**src/rtl/core/plob_pkg.sv**
```systemverilog
`default_nettype none
package plob_pkg;

  localparam int unsigned PRICE_W = 14;
  localparam int unsigned SIZE_W  = 47;
  localparam int unsigned TIME_W  = 64;
  localparam int unsigned ENTRY_W = PRICE_W + SIZE_W;
  localparam logic [PRICE_W-1:0] PRICE_MAX = 14'd9999;

  typedef enum logic [1:0] {
    KIND_INCR  = 2'd0,
    KIND_CLEAR = 2'd1,
    KIND_SNAP  = 2'd2,
    KIND_RSVD  = 2'd3
  } kind_e;

  typedef enum logic [1:0] {
    ST_APPLIED = 2'd0,
    ST_INVALID = 2'd1,
    ST_FULL    = 2'd2
  } status_e;

  typedef enum logic [1:0] {
    OP_APPLY,
    OP_CLEAR,
    OP_INVALID
  } op_e;

  typedef enum logic [3:0] {
    BK_IDLE,
    BK_SRCH_RD,
    BK_SRCH_CMP,
    BK_DECIDE,
    BK_SHL_RD,
    BK_SHL_WR,
    BK_SHR_RD,
    BK_SHR_WR,
    BK_DONE
  } bk_state_e;

  typedef struct packed {
    op_e               op;
    logic              is_bid;
    logic              keep_zero;
    logic [PRICE_W-1:0] price;
    logic [SIZE_W-1:0]  size;
    logic [TIME_W-1:0]  upd_time;
  } cmd_t;

  typedef struct packed {
    status_e            status;
    logic [PRICE_W-1:0] best_bid_price;
    logic [SIZE_W-1:0]  best_bid_size;
    logic [PRICE_W-1:0] best_ask_price;
    logic [SIZE_W-1:0]  best_ask_size;
    logic [6:0]         bid_levels;
    logic [6:0]         ask_levels;
    logic [TIME_W-1:0]  book_time;
  } res_t;

endpackage
`default_nettype wire

```
**src/rtl/core/plob_front.sv**
```systemverilog
`default_nettype none
module plob_front (
  input  wire logic          clk_i,
  input  wire logic          rst_ni,
  input  wire logic          s_valid_i,
  output logic               s_ready_o,
  input  wire logic [2:0]    s_user_i,
  input  wire logic [127:0]  s_data_i,
  output logic               cmd_valid_o,
  output plob_pkg::cmd_t     cmd_o,
  input  wire logic          cmd_pop_i
);
  import plob_pkg::*;

  kind_e             kind;
  logic [47:0]       size_raw;
  logic [PRICE_W-1:0] price;
  cmd_t              cls;
  cmd_t              slot_q [2];
  logic              wr_ptr_q, rd_ptr_q;
  logic [1:0]        fill_q;
  logic              push, pop;

  // classify: validity of price and size sign
  always_comb begin
    kind     = kind_e'(s_user_i[1:0]);
    price    = s_data_i[13:0];
    size_raw = s_data_i[61:14];
    cls.is_bid    = s_user_i[2];
    cls.keep_zero = (kind == KIND_SNAP);
    cls.price     = price;
    cls.size      = size_raw[SIZE_W-1:0];
    cls.upd_time  = s_data_i[125:62];
    unique case (kind)
      KIND_CLEAR: cls.op = OP_CLEAR;
      KIND_INCR, KIND_SNAP: begin
        if (price != '0 && price <= PRICE_MAX && !size_raw[47]) begin
          cls.op = OP_APPLY;
        end else begin
          cls.op = OP_INVALID;
        end
      end
      default: cls.op = OP_INVALID;
    endcase
  end

  assign s_ready_o   = (fill_q != 2'd2);
  assign push        = s_valid_i && s_ready_o;
  assign cmd_valid_o = (fill_q != 2'd0);
  assign pop         = cmd_pop_i && cmd_valid_o;
  assign cmd_o       = slot_q[rd_ptr_q];

  always_ff @(posedge clk_i or negedge rst_ni) begin
    if (!rst_ni) begin
      wr_ptr_q <= 1'b0;
      rd_ptr_q <= 1'b0;
      fill_q   <= 2'd0;
    end else begin
      if (push) begin
        wr_ptr_q <= ~wr_ptr_q;
      end
      if (pop) begin
        rd_ptr_q <= ~rd_ptr_q;
      end
      fill_q <= fill_q + 2'(push) - 2'(pop);
    end
  end

  always_ff @(posedge clk_i) begin
    if (push) begin
      slot_q[wr_ptr_q] <= cls;
    end
  end
endmodule
`default_nettype wire

```
**config.mk**
```make
export PLATFORM = sky130hd
export DESIGN_NAME = plob_front
export DESIGN_NICKNAME = d
export VERILOG_FILES = /design/src/rtl/core/plob_pkg.sv /design/src/rtl/core/plob_front.sv
export SDC_FILE = /design/constraint.sdc
export NUM_CORES = 1
export LEC_CHECK = 0
export BUFFER_PORTS_ARGS = -buffer_cell sky130_fd_sc_hd__buf_2
export CAP_MARGIN = 20
export CORE_MARGIN = 10
export CORE_UTILIZATION = 54
export CTS_BUF_LIST = sky130_fd_sc_hd__clkbuf_4 sky130_fd_sc_hd__clkbuf_8
export CTS_CLUSTER_DIAMETER = 80
export DETAILED_ROUTE_END_ITERATION = 7
export GPL_TIMING_DRIVEN = 0
export PLACE_DENSITY_LB_ADDON = 0.08
export RECOVER_POWER = 50
export SLEW_MARGIN = 20
export SYNTH_ARGS = -nofsm -noshare
export SYNTH_HDL_FRONTEND = slang
export SYNTH_SLANG_ARGS = --single-unit
export TNS_END_PERCENT = 20
```
**constraint.sdc**
```tcl
create_clock -name clk_i -period 9 [get_ports clk_i]
set_input_delay 1.8 -clock clk_i [delete_from_list [all_inputs] [get_ports clk_i]]
set_output_delay 1.8 -clock clk_i [all_outputs]
set_load 0.01 [all_outputs]
```
==> results.tsv <==
stage	metric	value	unit
cts	post_cts_buffers	0	
logic_synthesis	ys_seq_area_share	81.73	%
sta	fin_crit	4.160	ns
logic_synthesis	ys_ff_latch	262	
sta	rsz0062_at_grt	no	
critical_path	crit_type	primary input to register	
critical_path	cp_common_cell	clkbuf_1	
place	dp.cells	925	
sta	fin_worst_skew	0.02092	ns
place	portBuffers	263	
place	place_ws	5.507	ns
global_routing	antenna_found_initial	4	
sta	hold_violations	0	
global_routing	grt_usage	17.17	%
routing	drt-vias-per-instance	5.129	
sta	slew_headroom	-43.73	%
status	status	finished with violations	
routing	ant_nets	0	
routing	first_iter_violations	291	
pwr	vdd_drop_max	0.2023	mV
floorplan	initial_core_util	55.32	%
place	hpwl	14.90	mm
critical_path	slowest_delay	1.25	ns
critical_path	crit_arrival	4.38	ns
pwr	power-per-cell-area	325.4	nW/um^2
global_routing	grt_overflow	0	
critical_path	critPathSlowestCell	clkbuf_1	
sta	worst_slack	4.840	ns
place	dpl_cell_area	11370	um^2
cts	cts_tree	yes	
pwr	p_total	3.930	mW
sta	max_freq	240.4	MHz
floorplan	die_area	23510	um^2
critical_path	critPathRequiredTime	9.22	ns
final_layout	fillers	1209	
cts	ctsHoldBuffers	0	
final_layout	stdcell_area	12070	um^2
cts	path_clk_slew	0.06	ns
logic_synthesis	synth_cell_type_count	22	
cts	cts-resized-gates	0	
sta	final-setup-viol-count	0	
routing	wl	20.85	mm
logic_synthesis	ys_warn_count	0	
cts	numCtsBuffers	42	
routing	first_pass_iters	4	
place	gp_congestion	0.7957	
final_layout	final_cells	1006	
cts	clock-sinks	262	
sta	worstMarginPinSlew	2.156	ns
floorplan	core	17360	um^2
cts	root_buffer	clkbuf_8	
global_routing	grt_pass1_wl	31.70	mm
global_routing	grt_pass1_vias	5716	
critical_path	critPathCaptureType	register	
critical_path	path_max_fanout	26	
logic_synthesis	syn_inst	430	
global_routing	grt_max_degree	47	
floorplan	num_io_pins	266	
final_layout	syn_to_final_growth	25.75	%
floorplan	die_h	153.3	um
logic_synthesis	avgSynthCellArea	22.33	um^2
logic_synthesis	syn_area	9602	um^2
status	violations	max-capacitance violations, max-slew violations	
routing	wire_per_inst	20.72	um
cts	h-tree-depth	2	
floorplan	fp.dieW	153.3	um
routing	drc_errors	0	
sta	fin_crit_sh	46.22	%
final_layout	drive_gt1_share	53.09	%
routing	vias	5160	
final_layout	layout.nets	881	
flow_run	max_cap_violations	3	
sta	final_max_slew_viol_count	95	
floorplan	num_rows	48	
critical_path	worstSetupStartpointType	primary input	
cts	clock_latency	0.54	ns
critical_path	cp_cell_sequence	clkbuf_1 > nand2_1 > nor2_1 > clkbuf_1 > buf_12 > buf_16	
min_path	hp-class	register to register	
logic_synthesis	synth_fp_nets	567	
pwr	p_leak	4.430	nW
cts	cts_buffer_depth	3	
sta	tns	0	ns
## synth_stat cells, drive strengths merged
master,count,share of area [%]
nand2,1,0.039
buf,14,1.4
nand2b,1,0.065
ha,2,0.26
inv,1,0.039
nand4,2,0.13
xnor2,3,0.27
nor2b,2,0.13
xor2,1,0.091
nor2,3,0.12
nor4,3,0.20
and3,1,0.065
mux2,129,15
o21ai,1,0.052
or2,1,0.065
and2,1,0.065
a31oi,1,0.065
edfxtp,258,81
dfrtp,4,1.0
o21a,1,0.078
## flip-flops by register name (all words and copies together), names as in the netlist
signal    count
slot_q      258
fill_q        2
rd_ptr_q      1
wr_ptr_q      1
## kinds of logic (layout without fill, tap and decap cells)
| kind of cell | after synthesis | after routing | synth area share [%] |
|---|---|---|---|
| flops | 262 | 262 | 81.73 |
| buf+inv | 15 | 361 | 1.446 |
| simple gates | 15 | 15 | 0.8732 |
| mux | 129 | 129 | 15.13 |
| xor+xnor | 4 | 4 | 0.3649 |
| fa+ha+maj | 2 | 2 | 0.2606 |
| other cells | 0 | 5 | 0 |
| compound gates | 3 | 3 | 0.1955 |
## metrics by stage
stage	utilization, %	hold slack [ns]
after floorplan	-	0.4604
after global placement	64.53	0.4758
after detailed placement	65.53	0.4932
after CTS	70.24	0.5093
after global routing	69.55	0.5401
final	69.56	0.5061
## per-layer routing
| metal | share of wire [%] | GRT usage (%) |
|---|---|---|
| met1 | 37 | 19.13 |
| met2 | 51 | 28.91 |
| met3 | 10 | 6.397 |
| met4 | 2.6 | 7.557 |
| met5 | 0 | 0 |
## where the power goes
group | internal (mW) | switching [mW] | total (mW)
logic | 0.565 | 0.664 | 1.23
registers | 1.67 | 0.0596 | 1.73
clock network | 0.545 | 0.423 | 0.968
## critical path, delay by kind of cell
family | cells | cell delay (ns)
AND/OR/NAND/NOR | 2 | 0.71
buffers and inverters | 4 | 1.84
## worst paths after layout
| kind | slack, ns | startpoint | to | cells after the start |
|---|---|---|---|---|
| max reg2reg | 5.68 | fill_q[1] | slot_q[0][43] | 6 |
| min reg2reg | 0.51 | fill_q[1] | fill_q[1] | 1 |
| max in group asynchronous | 7.74 | rst_ni | fill_q[0] | 1 |
| min | 0.51 | fill_q[1] | fill_q[1] | 1 |
| max | 4.84 | s_valid_i | slot_q[0][43] | 6 |
| min in group asynchronous | 1.08 | rst_ni | wr_ptr_q | 1 |
## layout by cell type, fill, tap and decap left out, types with 3 or more instances in the layout
cell type and instances:
buf_6 10, nor4_1 3, clkbuf_4 21, clkbuf_1 69
buf_2 198, clkinv_1 8, buf_16 3, mux2_2 129
dfrtp_1 4, edfxtp_1 258, xnor2_1 3, nor2_1 3
clkbuf_8 45, diode_2 5
## area by class of cell
| type | instances | area [um^2] | share of cell area, % |
|---|---|---|---|
| antenna | 5 | 12.51 | 0.1036 |
| inverter | 1 | 3.754 | 0.03109 |
| tap | 225 | 281.5 | 2.332 |
| clock buffer | 66 | 777.0 | 6.435 |
| timing repair buffer | 270 | 1361 | 11.27 |
| sequential | 262 | 7848 | 64.99 |
| multi-input combinational | 153 | 1615 | 13.38 |
| buffer | 14 | 135.1 | 1.119 |
| clock inverter | 10 | 40.04 | 0.3316 |
Power figures use the tool's default switching activity.
